--- config.mk ---
export PLATFORM = sky130hd
export DESIGN_NAME = json_string_escaper_utf8_unit_flat
export DESIGN_NICKNAME = d
export VERILOG_FILES = /design/src/rtl/jse_pkg.sv /design/src/rtl/jse_if.sv /design/src/rtl/jse_scan.sv /design/src/rtl/json_string_escaper_utf8_unit.sv /design/src/flat_wrapper.sv
export SDC_FILE = /design/constraint.sdc
export NUM_CORES = 1
export LEC_CHECK = 0
export ABC_AREA = 1
export BUFFER_PORTS_ARGS = -buffer_cell sky130_fd_sc_hd__buf_2
export CORE_MARGIN = 4
export CORE_UTILIZATION = 33
export CTS_CLUSTER_DIAMETER = 100
export DETAILED_ROUTE_END_ITERATION = 10
export REMOVE_ABC_BUFFERS = 1
export SKIP_CTS_REPAIR_TIMING = 1
export SYNTH_ARGS = -nofsm -noshare
export SYNTH_HDL_FRONTEND = slang
export SYNTH_HIERARCHICAL = 1
export SYNTH_SLANG_ARGS = --single-unit
--- constraint.sdc ---
create_clock -name clk -period 5.83 [get_ports clk]
set_input_delay 0.583 -clock clk [delete_from_list [all_inputs] [get_ports clk]]
set_output_delay 0.583 -clock clk [all_outputs]
set_load 0.005 [all_outputs]
--- src/rtl/jse_pkg.sv ---
package jse_pkg;

    typedef logic [3:0][7:0] win_t;

    typedef enum logic [1:0] {
        K_ASCII = 2'd0,
        K_FFFD  = 2'd1,
        K_PASS  = 2'd2,
        K_HOLD  = 2'd3
    } kind_t;

    typedef struct packed {
        kind_t      kind;
        logic [2:0] ecnt;
        logic [2:0] cons;
    } scan_t;

    typedef enum logic [3:0] {
        ST_IDLE  = 4'b0001,
        ST_SCAN  = 4'b0010,
        ST_EMIT  = 4'b0100,
        ST_FLUSH = 4'b1000
    } state_t;

    localparam logic [7:0]  BSLASH    = 8'h5C;
    localparam logic [7:0]  CTRL_TOP  = 8'h20;
    localparam logic [47:0] FFFD_TEXT = "\\ufffd";
    localparam logic [2:0]  FFFD_LEN  = 3'd6;
    localparam logic [2:0]  LONG_LEN  = 3'd6;
    localparam logic [2:0]  SHORT_LEN = 3'd2;

    function automatic logic [7:0] short_code(logic [7:0] c);
        logic [7:0] r;
        case (c)
            8'h22:   r = 8'h22;
            8'h5C:   r = 8'h5C;
            8'h08:   r = 8'h62;
            8'h0C:   r = 8'h66;
            8'h0A:   r = 8'h6E;
            8'h0D:   r = 8'h72;
            8'h09:   r = 8'h74;
            default: r = 8'h00;
        endcase
        return r;
    endfunction

    function automatic logic [2:0] ascii_len(logic [7:0] c);
        logic [2:0] r;
        if (short_code(c) != 8'h00)
            r = SHORT_LEN;
        else if (c < CTRL_TOP)
            r = LONG_LEN;
        else
            r = 3'd1;
        return r;
    endfunction

    function automatic logic [7:0] hex_digit(logic [3:0] v);
        logic [7:0] r;
        if (v < 4'd10)
            r = 8'(8'h30 + {4'b0, v});
        else
            r = 8'(8'h57 + {4'b0, v});
        return r;
    endfunction

    function automatic logic [7:0] text_byte(kind_t kind, logic [7:0] c, logic [2:0] idx);
        logic [7:0] r;
        logic [7:0] sc;
        sc = short_code(c);
        r  = c;
        if (kind == K_FFFD) begin
            r = FFFD_TEXT[8 * (5 - int'(idx)) +: 8];
        end
        else if (sc != 8'h00) begin
            r = (idx == 3'd0) ? BSLASH : sc;
        end
        else if (c < CTRL_TOP) begin
            case (idx)
                3'd0:    r = BSLASH;
                3'd1:    r = 8'h75;
                3'd2:    r = 8'h30;
                3'd3:    r = 8'h30;
                3'd4:    r = hex_digit(c[7:4]);
                default: r = hex_digit(c[3:0]);
            endcase
        end
        return r;
    endfunction

endpackage

--- src/rtl/jse_if.sv ---
interface jse_req_if;
    logic       valid;
    logic       ready;
    logic [7:0] in_byte;
    logic       string_end;

    modport source (output valid, output in_byte, output string_end, input ready);
    modport sink (input valid, input in_byte, input string_end, output ready);
endinterface

interface jse_rsp_if;
    logic       valid;
    logic       ready;
    logic [7:0] out_byte;
    logic       run_last;
    logic       none_emitted;

    modport source (output valid, output out_byte, output run_last, output none_emitted,
                    input ready);
    modport sink (input valid, input out_byte, input run_last, input none_emitted,
                  output ready);
endinterface

--- src/rtl/jse_scan.sv ---
module jse_scan (
    input  jse_pkg::win_t  win,
    input  logic [2:0]     avail,
    input  logic           str_end,
    output jse_pkg::scan_t res
);

    logic [7:0]  b;
    logic [2:0]  len;
    logic [2:0]  lim;
    logic        bad;
    logic [20:0] cp;
    logic [20:0] cp_min;

    assign b = win[0];

    always_comb
    begin
        if (b < 8'h80)
            len = 3'd1;
        else if ((b & 8'hE0) == 8'hC0)
            len = 3'd2;
        else if ((b & 8'hF0) == 8'hE0)
            len = 3'd3;
        else if ((b & 8'hF8) == 8'hF0)
            len = 3'd4;
        else
            len = 3'd0;
    end

    always_comb
    begin
        lim = (avail < len) ? avail : len;
        bad = 1'b0;
        for (int k = 1; k < 4; k++) begin
            if (3'(k) < lim && win[k][7:6] != 2'b10)
                bad = 1'b1;
        end

        case (len)
            3'd2: begin
                cp     = {10'b0, b[4:0], win[1][5:0]};
                cp_min = 21'h80;
            end
            3'd3: begin
                cp     = {5'b0, b[3:0], win[1][5:0], win[2][5:0]};
                cp_min = 21'h800;
            end
            default: begin
                cp     = {b[2:0], win[1][5:0], win[2][5:0], win[3][5:0]};
                cp_min = 21'h10000;
            end
        endcase

        res.kind = jse_pkg::K_PASS;
        res.ecnt = len;
        res.cons = len;
        if (b < 8'h80) begin
            res.kind = jse_pkg::K_ASCII;
            res.ecnt = jse_pkg::ascii_len(b);
            res.cons = 3'd1;
        end
        else if (len == 3'd0) begin
            res.kind = jse_pkg::K_FFFD;
            res.ecnt = jse_pkg::FFFD_LEN;
            res.cons = 3'd1;
        end
        else begin
            if (!bad && avail < len) begin
                if (!str_end)
                    res.kind = jse_pkg::K_HOLD;
                else
                    bad = 1'b1;
            end
            if (!bad && avail >= len) begin
                if (cp < cp_min || cp > 21'h10FFFF || (cp >= 21'hD800 && cp <= 21'hDFFF))
                    bad = 1'b1;
            end
            if (bad) begin
                res.kind = jse_pkg::K_FFFD;
                res.ecnt = jse_pkg::FFFD_LEN;
                res.cons = 3'd1;
            end
        end
    end

endmodule

--- src/rtl/json_string_escaper_utf8_unit.sv ---
// JSON string escaper with UTF-8 validation.
// req carries one raw string byte per request with string_end on the final
// byte; rsp carries the escaped text one byte per request, run_last marking
// the last byte caused by a request, none_emitted marking a request that was
// only buffered (one rsp request with out_byte zero).
// A request is taken only in the idle state. The sequencer then runs one
// shared scan unit over the queue of held bytes plus the new byte: a scan
// per unit, one emit step per escaped byte, a closing scan and a flush.
// There are at most four units per request, so four six-byte escapes can
// come from one request. Output bytes are delayed by one stage so run_last
// is known; the last byte leaves during the flush cycle. A stalled rsp holds
// the output register and stalls the sequencer whenever it has a byte to
// push; req stays low meanwhile.
// Reset clears the state, the held count and the pending and output valid
// flags; nothing is held.
module json_string_escaper_utf8_unit (
    input  logic       clk,
    input  logic       rst_n,
    jse_req_if.sink    req,
    jse_rsp_if.source  rsp
);

    jse_pkg::state_t  state_reg, state_next;
    logic [7:0]       q_reg [4];
    logic [7:0]       q_next [4];
    logic [1:0]       held_cnt_reg, held_cnt_next;
    logic [2:0]       n_reg, n_next;
    logic [2:0]       pos_reg, pos_next;
    logic             end_reg, end_next;
    jse_pkg::kind_t   kind_reg, kind_next;
    logic [2:0]       ecnt_reg, ecnt_next;
    logic [2:0]       cons_reg, cons_next;
    logic [2:0]       idx_reg, idx_next;
    logic [7:0]       lead_reg, lead_next;
    logic             pend_valid_reg, pend_valid_next;
    logic [7:0]       pend_byte_reg, pend_byte_next;
    logic             out_valid_reg, out_valid_next;
    logic [7:0]       out_byte_reg, out_byte_next;
    logic             out_last_reg, out_last_next;
    logic             out_none_reg, out_none_next;

    jse_pkg::win_t    win;
    logic [2:0]       avail;
    logic [2:0]       rem;
    jse_pkg::scan_t   scan;
    logic [7:0]       emit_byte;
    logic             out_free;
    logic             push;
    logic [7:0]       push_byte;
    logic             push_last;
    logic             push_none;

    always_comb
    begin
        for (int k = 0; k < 4; k++)
            win[k] = q_reg[pos_reg[1:0] + 2'(k)];
    end

    assign avail = n_reg - pos_reg;
    assign rem   = n_reg - pos_reg;

    jse_scan u_scan (
        .win     (win),
        .avail   (avail),
        .str_end (end_reg),
        .res     (scan)
    );

    assign emit_byte = (kind_reg == jse_pkg::K_PASS)
                       ? q_reg[pos_reg[1:0] + idx_reg[1:0]]
                       : jse_pkg::text_byte(kind_reg, lead_reg, idx_reg);

    assign out_free = !out_valid_reg || rsp.ready;

    always_comb
    begin
        state_next      = state_reg;
        q_next          = q_reg;
        held_cnt_next   = held_cnt_reg;
        n_next          = n_reg;
        pos_next        = pos_reg;
        end_next        = end_reg;
        kind_next       = kind_reg;
        ecnt_next       = ecnt_reg;
        cons_next       = cons_reg;
        idx_next        = idx_reg;
        lead_next       = lead_reg;
        pend_valid_next = pend_valid_reg;
        pend_byte_next  = pend_byte_reg;
        push            = 1'b0;
        push_byte       = pend_byte_reg;
        push_last       = 1'b0;
        push_none       = 1'b0;

        case (state_reg)
            jse_pkg::ST_IDLE: begin
                if (req.valid) begin
                    q_next[held_cnt_reg] = req.in_byte;
                    n_next          = {1'b0, held_cnt_reg} + 3'd1;
                    pos_next        = 3'd0;
                    end_next        = req.string_end;
                    pend_valid_next = 1'b0;
                    state_next      = jse_pkg::ST_SCAN;
                end
            end
            jse_pkg::ST_SCAN: begin
                if (pos_reg == n_reg || scan.kind == jse_pkg::K_HOLD) begin
                    for (int i = 0; i < 3; i++)
                        q_next[i] = q_reg[pos_reg[1:0] + 2'(i)];
                    held_cnt_next = rem[1:0];
                    state_next    = jse_pkg::ST_FLUSH;
                end
                else begin
                    kind_next  = scan.kind;
                    ecnt_next  = scan.ecnt;
                    cons_next  = scan.cons;
                    lead_next  = win[0];
                    idx_next   = 3'd0;
                    state_next = jse_pkg::ST_EMIT;
                end
            end
            jse_pkg::ST_EMIT: begin
                if (!pend_valid_reg || out_free) begin
                    push            = pend_valid_reg;
                    pend_valid_next = 1'b1;
                    pend_byte_next  = emit_byte;
                    if (idx_reg == ecnt_reg - 3'd1) begin
                        pos_next   = pos_reg + cons_reg;
                        state_next = jse_pkg::ST_SCAN;
                    end
                    else begin
                        idx_next = idx_reg + 3'd1;
                    end
                end
            end
            jse_pkg::ST_FLUSH: begin
                if (out_free) begin
                    push            = 1'b1;
                    push_last       = 1'b1;
                    push_none       = !pend_valid_reg;
                    push_byte       = pend_valid_reg ? pend_byte_reg : 8'h00;
                    pend_valid_next = 1'b0;
                    state_next      = jse_pkg::ST_IDLE;
                end
            end
            default: begin
                state_next = jse_pkg::ST_IDLE;
            end
        endcase
    end

    always_comb
    begin
        out_valid_next = out_valid_reg;
        out_byte_next  = out_byte_reg;
        out_last_next  = out_last_reg;
        out_none_next  = out_none_reg;
        if (push) begin
            out_valid_next = 1'b1;
            out_byte_next  = push_byte;
            out_last_next  = push_last;
            out_none_next  = push_none;
        end
        else if (rsp.ready) begin
            out_valid_next = 1'b0;
        end
    end

    always_ff @(posedge clk or negedge rst_n)
    begin
        if (!rst_n) begin
            state_reg      <= jse_pkg::ST_IDLE;
            held_cnt_reg   <= 2'd0;
            pend_valid_reg <= 1'b0;
            out_valid_reg  <= 1'b0;
        end
        else begin
            state_reg      <= state_next;
            held_cnt_reg   <= held_cnt_next;
            pend_valid_reg <= pend_valid_next;
            out_valid_reg  <= out_valid_next;
        end
    end

    always_ff @(posedge clk)
    begin
        q_reg         <= q_next;
        n_reg         <= n_next;
        pos_reg       <= pos_next;
        end_reg       <= end_next;
        kind_reg      <= kind_next;
        ecnt_reg      <= ecnt_next;
        cons_reg      <= cons_next;
        idx_reg       <= idx_next;
        lead_reg      <= lead_next;
        pend_byte_reg <= pend_byte_next;
        out_byte_reg  <= out_byte_next;
        out_last_reg  <= out_last_next;
        out_none_reg  <= out_none_next;
    end

    assign req.ready        = (state_reg == jse_pkg::ST_IDLE);
    assign rsp.valid        = out_valid_reg;
    assign rsp.out_byte     = out_byte_reg;
    assign rsp.run_last     = out_last_reg;
    assign rsp.none_emitted = out_none_reg;

endmodule

--- src/flat_wrapper.sv ---
// flat-port wrapper written by rule: the top's interface ports become plain ports
module json_string_escaper_utf8_unit_flat 
  (clk, rst_n, req_valid, req_in_byte, req_string_end, req_ready, rsp_valid, rsp_out_byte, rsp_run_last, rsp_none_emitted, rsp_ready);
  jse_req_if req_i ();
  jse_rsp_if rsp_i ();
  input  logic clk;
  input  logic rst_n;
  input wire logic [$bits(req_i.valid)-1:0] req_valid;
  input wire logic [$bits(req_i.in_byte)-1:0] req_in_byte;
  input wire logic [$bits(req_i.string_end)-1:0] req_string_end;
  output wire logic [$bits(req_i.ready)-1:0] req_ready;
  output wire logic [$bits(rsp_i.valid)-1:0] rsp_valid;
  output wire logic [$bits(rsp_i.out_byte)-1:0] rsp_out_byte;
  output wire logic [$bits(rsp_i.run_last)-1:0] rsp_run_last;
  output wire logic [$bits(rsp_i.none_emitted)-1:0] rsp_none_emitted;
  input wire logic [$bits(rsp_i.ready)-1:0] rsp_ready;
  assign req_i.valid = req_valid;
  assign req_i.in_byte = req_in_byte;
  assign req_i.string_end = req_string_end;
  assign req_ready = req_i.ready;
  assign rsp_valid = rsp_i.valid;
  assign rsp_out_byte = rsp_i.out_byte;
  assign rsp_run_last = rsp_i.run_last;
  assign rsp_none_emitted = rsp_i.none_emitted;
  assign rsp_i.ready = rsp_ready;
  json_string_escaper_utf8_unit u_core (.clk(clk), .rst_n(rst_n), .req(req_i), .rsp(rsp_i));
endmodule
# After elaboration in Yosys (flattened, before gate mapping)
# Index checks and enable logic that the tools add are counted.
[word_totals]
regBits = 84
input_bits = 13
output_inout_bits = 12
word_cells = 225
[classes]
order_cmp = 21
bitwise = 7
n_reduce_logical = 37
n_shift = 1
n_eq_ne = 42
muxes = 83
addsub = 14
[op_table]
columns = ["cell", "count"]
rows = [
  ["two-way mux 8 bit", 24],
  ["case mux 7 bit (7 select lines)", 2],
  ["binary-select mux 8 bit (select 2 bit)", 5],
  ["== test 8 x 4 -> 1 bit (second input constant)", 10],
  ["case mux 24 bit (2 select lines)", 1],
  ["indexed part select 48 x 32 -> 8 bit (first input constant)", 1],
  ["case mux 21 bit (2 select lines)", 1],
  ["two-way mux 3 bit", 13],
  ["case mux 17 bit (2 select lines)", 1],
  ["bitwise mux 32 bit", 1],
  ["two-way mux 32 bit", 1],
  ["case mux 8 bit (4 select lines)", 1],
  ["two-way mux 24 bit", 1],
  [">= comparator 21 x 16 -> 1 bit (second input constant)", 1],
  ["> comparator 21 bit (second input constant)", 1],
  ["<= comparator 21 x 16 -> 1 bit (second input constant)", 1],
  ["less-than comparator 21 bit", 1],
  ["two-way mux 1 bit", 20],
  ["two-way mux 4 bit", 5],
  [">= comparator 3 bit (second input constant)", 6],
  ["NOT 2 -> 3 bit", 6],
  ["adder 7 x 4 -> 8 bit (first input constant)", 2],
  ["demux 8 bit (select 2 bit)", 1],
  ["== test 8 x 6 -> 1 bit (second input constant)", 2],
  ["50 further kinds", 97],
]

# Longest topological paths before layout
# Gate-level depths: netlist (run 1).
[logic_depth]
depth_word = 33
mapped_depth = 30
mapped_depth_nobuf = 29

# Cells and area by module
# The synthesis (run 1) kept the hierarchy.
[by_module_without_submodules]
columns = ["module", "area_each_um2", "seq_area_each_um2", "cells_each", "instances"]
rows = [
  ["json_string_escaper_utf8_unit", 5396.4, 2483.6, 685, 1],
  ["jse_scan", 738.2, 0.0, 141, 1],
]

# Least setup slack after synthesis (run 1)
# Ideal clock, no wire load.
[synth_path]
path_type = "register to register"
start = "register u_core.pos_reg[1]"
end = "register u_core.cons_reg[0] (enable)"
setup_time_ps = 389
n_path_buf = 3
required_time_ps = 5441
arrival_time_ps = 4083
period_less_slack_ps = 4472
path_stages_with_launch = 26
path_slack_ps = 1358
cell_sequence = "edfxtp_1 > buf_4 > inv_4 > clkbuf_1 > nand2_1 > o21ai_1 > buf_4 > nand2_1 > nor2_1 > inv_1 > nor3_1 > inv_1 > ha_1 > a21oi_1 > nand2_1 > nand2_1 > o21ai_1 > o22ai_1 > nand3b_1 > a21oi_4 > nand4_1 > nand2_1 > inv_1 > nand2_1 > nand2_1 > nor2_1"
[synth_rtl]
columns = ["item", "line", "source"]
rows = [
  ["start, declared", "json_string_escaper_utf8_unit.sv:28", "logic [2:0] pos_reg, pos_next;"],
  ["start signal, assigned", "json_string_escaper_utf8_unit.sv:189", "pos_reg <= pos_next;"],
  ["end signal, assigned", "json_string_escaper_utf8_unit.sv:193", "cons_reg <= cons_next;"],
  ["end, declared", "json_string_escaper_utf8_unit.sv:32", "logic [2:0] cons_reg, cons_next;"],
]

==> out/metrics.yaml, run 1 <==
portBuffers: 24
yosysWarnings: 6
grt_pass1_wl_mm: 25.6
cts_buffers: 9
h-tree-depth: 3
drv_cap: 0
crit_fanout: 20
hold_path.class: "primary input to asynchronous set/reset pin"
slowest_stage: "edfxtp_1"
slew-limit-headroom: 0.418
path_clk_slew_ns: 0.06
grtUsageTotal: 0.159
cts_tree: "done"
grt_pass1_vias: 4993
fin_setup_tns_ns: 0
via_per_inst: 4.92
status: "finished, final reports clean"
hold_viol_final: 0
fill_cells: 1917
max_clock_freq_ghz: 0.196
synthCells: 814
drive_above_1_share: 0.114
drt-initial-drc-count: 445
worst_clock_skew_ns: 0.0109
wl_mm: 15.8
syn_area_um2: 6080
first_pass_iters: 5
setup_viol: 0
whs_ns: 0.0676
multi_input_area_um2: 2950
n_antenna_cell: 0
grt_max_degree: 41
largest_reg_flops: 32
vias: 5239
crit_family: "compound AO/OA/AOI/OAI gates"
antenna_found_initial: 0
cts_buffer_depth: 2
layout_commonest_cell: "nand2_1"
clkSinkCount: 84
dpl.hpwl_mm: 12.5
crit_buf_inv: 4
critPathMaxStageDelay_ns: 0.86
core_area_um2: 18000
layout_common_cells: "nand2_1 (206), inv_1 (112), nor2_1 (90), edfxtp_1 (76), o21ai_1 (61)"
fin_nets: 874
fp.dieW_um: 144
root_buffer: "clkbuf_16"
fin_crit_ns: 5.10
critPathKind: "flip-flop to flip-flop"
ant_nets: 0
grt_remaining_overflow: 0
fin_crit_sh: 0.874
worstSetupStartpointType: "flip-flop"
die_area_um2: 20700
crit_required_ns: 5.80
syn_avg_cell_area_um2: 7.47
area.growth.synth_to_final_pct: 10.2
worstMarginPinSlew_ns: 0.870
endpoint_kind: "flip-flop"
stdcell_count: 1064
io_pins: 25
initial_core_util: 0.337
crit_top_cell: "nand2_1"
die_h_um: 144
seqCellArea_um2: 2480
gp_congestion: 0.925
path_cells: "inv_4 > o21ai_1 > buf_4 > nand2_1 > nor2_1 > inv_1 > nor3_1 > inv_1 > ha_1 > a21oi_1 > nand2_1 > nand2_1 > o21ai_1 > o22ai_1 > nand3b_1 > a21oi_4 > nand3_4 > nor2_4 > nand2_1 > nand2_1 > o211ai_1 > a21oi_1"
wl_per_cell_um: 14.9
drv_slew: 0
rows: 49
dp.cells: 1048
drc: 0
clock_latency_ns: 0.34
arrival_ns: 5.07
rsz0062_at_grt: "false"
## area by class of cell
class | instances | area share
Timing Repair Buffer | 30 | 0.0246
Tap cell | 229 | 0.0427
Multi-Input combinational cell | 571 | 0.440
Inverter | 134 | 0.0754
Sequential cell | 84 | 0.371
Clock buffer | 11 | 0.0377
Clock inverter | 5 | 0.00877
## final timing paths
check	startpoint	to	slack (ns)	cells past startpoint
setup / recovery	u_core/pos_reg[1]	u_core/q_reg[10]	0.73	22
hold / removal	rst_n	u_core/held_cnt_reg[1]	0.07	1
setup reg to reg	u_core/pos_reg[1]	u_core/q_reg[10]	0.73	22
hold reg to reg	u_core/pend_byte_reg[3]	u_core/rsp.out_byte[3]	0.54	2
max in group asynchronous	rst_n	u_core/state_reg[0]	5.52	1
min in group clk	req_string_end	u_core/end_reg	0.41	1
## through the flow
stage	setup WS [ns]	utilization	cell area [um^2]
final	0.734	0.372	6700
after global routing	0.224	0.372	6700
after CTS	0.750	0.372	6700
after detailed placement	0.762	0.355	6390
after global placement	0.930	0.355	6390
after floorplan	0.486	-	5940
## routing by layer
metal,routed length (um),global-route usage,share of wire
met5,0,0,0
met4,308,0.0491,0.019
met3,721,0.0283,0.046
met2,7360,0.261,0.47
met1,7420,0.213,0.47
Power of run 1 is left out: the tool's default activity adds up to more than one toggle a clock period on the data nets, which glitch-free logic cannot reach.
==> run 2, diff against run 1 <==
==> constraint.sdc (replaced) <==
create_clock -name clk -period 6.5 [get_ports clk]
set_input_delay 0.65 -clock clk [delete_from_list [all_inputs] [get_ports clk]]
set_output_delay 0.65 -clock clk [all_outputs]
set_load 0.005 [all_outputs]
==> run 2 against run 1 <==
Compared with the run above:
- largest cell class unchanged
- highest routed layer unchanged
- critical endpoint is now u_core/q_reg[9]
- wire length decreased by 2.6%
- design area increased by 0.43%
- clock-buffer cell count unchanged
- utilization increased by 0.16 points
- worst setup slack improved by 0.67 ns
- fmax about the same
- global-route usage decreased by 0.21 points
==> out/metrics.yaml, run 2 (synthesis gave the netlist of run 1 again) <==
grt_max_degree: 34
layout_common_cells: "nand2_1 (206), inv_1 (112), nor2_1 (90), edfxtp_1 (76), o21ai_1 (61)"
die_area_um2: 20700
cts_buffer_depth: 2
hold_viol_final: 0
path_clk_slew_ns: 0.07
grtUsageTotal: 0.157
hold_path.class: "primary input to asynchronous set/reset pin"
initial_core_util: 0.337
highest_layer: "met4"
crit_start: "u_core/pos_reg[0]"
wl_met1_mm: 7.10
worst_clock_skew_ns: 0.0115
root_buffer: "clkbuf_16"
gp_congestion: 0.885
slew-limit-headroom: 0.417
fill_cells: 1898
core_area_um2: 18000
die_h_um: 144
drt-initial-drc-count: 495
cts_tree: "done"
rsz0062_at_grt: "false"
vias: 5142
fin_crit_sh: 0.784
drv_slew: 0
fp.dieW_um: 144
rows: 49
first_pass_iters: 5
fin_setup_tns_ns: 0
drv_cap: 0
routed-wl-met3_um: 838
ant_nets: 0
worstMarginPinSlew_ns: 0.871
fin_crit_ns: 5.09
antenna_found_initial: 0
dpl.hpwl_mm: 12.2
r2r_slack_ns: 1.41
setup_viol: 0
status: "finished, final reports clean"
largest_reg_flops: 32
clkSinkCount: 84
wl_per_cell_um: 14.5
endpoint_kind: "flip-flop"
whs_ns: 0.138
drc: 0
grt_pass1_wl_mm: 24.9
h-tree-depth: 3
layout_commonest_cell: "nand2_1"
arrival_ns: 5.06
io_pins: 25
reg2reg_from: "u_core/pos_reg[0]"
fin_nets: 874
via_per_inst: 4.83
crit_fanout: 33
crit_required_ns: 6.47
clock_latency_ns: 0.34
cts_buffers: 9
met2_length_mm: 7.27
grt_pass1_vias: 4728
portBuffers: 24
drive_above_1_share: 0.113
wl_mm: 15.4
critPathKind: "flip-flop to flip-flop"
worstSetupStartpointType: "flip-flop"
n_antenna_cell: 0
grt_remaining_overflow: 0
area.growth.synth_to_final_pct: 10.7
max_clock_freq_ghz: 0.196
run 2: layer usage:
layer | vias to the layer above | GRT usage
met5 | - | 0
met4 | 0 | 0.0496
met3 | 11 | 0.0213
met2 | 132 | 0.257
met1 | 2311 | 0.214
li1 | 2688 | -
run 2: metrics by stage:
step	std cells	utilization	area [um^2]	setup WS, ns
after detailed placement	1048	0.355	6390	1.46
after CTS	1064	0.373	6730	1.44
after global placement	1048	0.355	6390	1.62
final	1064	0.373	6730	1.41
after global routing	1064	0.373	6730	0.883
after floorplan	789	-	5940	1.16
run 2: worst paths after layout:
check / endpoint / cells past startpoint
max in group asynchronous: u_core/state_reg[0] / 1
setup reg to reg: u_core/q_reg[9] / 25
hold / removal: u_core/held_cnt_reg[0] / 1
setup / recovery: u_core/q_reg[9] / 25
hold reg to reg: u_core/rsp.out_byte[5] / 2
min in group clk: u_core/end_reg / 1
run 2: layout make-up:
type                    instances  area [um^2]  area share
clock buffers                  11          233      0.0346
clock inverters                 5          108      0.0160
inverters                     134          505      0.0751
multi-input cells             571         2950       0.438
flip-flops and latches         84         2480       0.369
well taps                     229          287      0.0426
repair buffers                 30          165      0.0245
run 2: worst max-delay path: stages (launching register included):
cell	delay, ns
edfxtp_1	0.60
buf_4	0.37
o21ai_1	0.12
inv_1	0.07
nand2_1	0.04
o21ai_1	0.08
buf_4	0.21
nand2_1	0.11
nor2_1	0.17
inv_1	0.05
nor3_1	0.21
inv_1	0.12
ha_1	0.33
a21oi_1	0.16
nand2_1	0.13
nand2_1	0.09
o21ai_1	0.06
o22ai_1	0.10
nand3b_1	0.15
a21oi_4	0.24
nand3_4	0.10
nor2_4	0.11
nand2_1	0.06
nand2_1	0.10
o211ai_1	0.20
a21oi_1	0.71
Power of run 2 is left out for the same reason.
==> run 3, diff against run 2 <==
==> constraint.sdc (replaced) <==
create_clock -name clk -period 4.4 [get_ports clk]
set_input_delay 0.44 -clock clk [delete_from_list [all_inputs] [get_ports clk]]
set_output_delay 0.44 -clock clk [all_outputs]
set_load 0.005 [all_outputs]
==> run 3 against run 2 <==
Compared with the run above:
- hold slack gained 0.13 ns
- clock-buffer cell count fell by 2
- final cell count up 2.9%
- critical endpoint is now u_core/q_reg[18]
==> out/metrics.yaml, run 3 (synthesis gave the netlist of run 1 again) <==
drt-initial-drc-count: 404
wl_per_cell_um: 14.2
crit_fanout: 17
dpl.hpwl_mm: 12.3
die_area_um2: 20700
drv_slew: 0
whs_ns: 0.270
worstMarginPinSlew_ns: 0.818
grt_max_degree: 35
critPathKind: "flip-flop to flip-flop"
area.growth.synth_to_final_pct: 14.9
crit_required_ns: 4.46
core_area_um2: 18000
fin_nets: 905
endpoint_kind: "flip-flop"
slew-limit-headroom: 0.452
cts_buffer_depth: 2
root_buffer: "clkbuf_16"
grt_pass1_wl_mm: 25.0
arrival_ns: 4.16
fin_crit_sh: 0.931
hold_viol_final: 0
drc: 0
drv_cap: 0
fp.dieW_um: 144
gp_congestion: 0.919
n_antenna_cell: 0
layout_commonest_cell: "nand2_1"
fin_crit_ns: 4.10
rows: 49
drive_above_1_share: 0.154
grt_remaining_overflow: 0
cts_buffers: 9
portBuffers: 24
clock_latency_ns: 0.35
hold_path.class: "primary input to flip-flop"
max_clock_freq_ghz: 0.244
worst_clock_skew_ns: 0.0117
largest_reg_flops: 32
layout_common_cells: "nand2_1 (203), inv_1 (112), nor2_1 (89), edfxtp_1 (76), o21ai_1 (60)"
clkSinkCount: 84
h-tree-depth: 3
path_clk_slew_ns: 0.07
grtUsageTotal: 0.155
setup_viol: 0
r2r_slack_ns: 0.30
ant_nets: 0
worstSetupStartpointType: "flip-flop"
cts_tree: "done"
antenna_found_initial: 0
wl_mm: 15.6
status: "finished, final reports clean"
die_h_um: 144
first_pass_iters: 4
via_per_inst: 4.82
vias: 5275
io_pins: 25
grt_pass1_vias: 4917
initial_core_util: 0.337
[run 3: final timing paths]
path	startpoint	to	cells past startpoint
hold / removal	req_string_end	u_core/end_reg	1
min in group asynchronous	rst_n	u_core/rsp.valid	2
max in group asynchronous	rst_n	u_core/state_reg[0]	2
setup / recovery	u_core/pos_reg[0]	u_core/q_reg[18]	25
hold reg to reg	u_core/pend_byte_reg[5]	u_core/rsp.out_byte[5]	2
setup reg to reg	u_core/pos_reg[0]	u_core/q_reg[18]	25
[run 3: routing by layer]
metal | up-vias | global-route usage | share of wire
met1 | 2405 | 0.204 | 0.46
met4 | 0 | 0.0481 | 0.016
met3 | 16 | 0.0276 | 0.041
met2 | 121 | 0.260 | 0.48
li1 | 2733 | - | -
met5 | - | 0 | 0
[run 3: worst max-delay path: stages (launching register included)]
cell and delay, ns:
edfxtp_1 0.47, buf_12 0.19, buf_4 0.14, o21ai_1 0.20
o21ai_2 0.12, nor2_4 0.14, inv_1 0.04, nor3_1 0.13
buf_4 0.14, inv_1 0.04, ha_1 0.31, a21oi_1 0.15
nand2_1 0.10, nand2_1 0.07, o21ai_1 0.07, o22ai_1 0.11
nand3b_1 0.17, a21oi_4 0.25, nand3_4 0.10, nor2_4 0.11
nand2_1 0.07, nand2_2 0.09, o211ai_1 0.10, buf_4 0.16
a21oi_2 0.14, buf_4 0.19
[run 3: metrics by stage]
stage          std cells  setup TNS, ns  worst slack, ns  utilization  instance area (um^2)
2_1_floorplan        789         -37.17           -0.944            -                  5940
4_1_cts             1084              0            0.158        0.380                  6850
6_report            1095              0            0.302        0.388                  6990
3_5_place_dp        1068              0            0.202        0.364                  6550
5_1_grt             1095          -1.20          -0.0571        0.388                  6990
3_3_place_gp        1068              0            0.374        0.364                  6550
[run 3: area by class of cell]
type / instances / area (um^2)
Fill cell: 1867 / 11000
Multi-Input combinational cell: 571 / 2980
Sequential cell: 84 / 2480
Inverter: 134 / 505
Timing Repair Buffer: 61 / 430
Tap cell: 229 / 287
Clock buffer: 9 / 225
Clock inverter: 7 / 73.8
Power of run 3 is left out for the same reason.
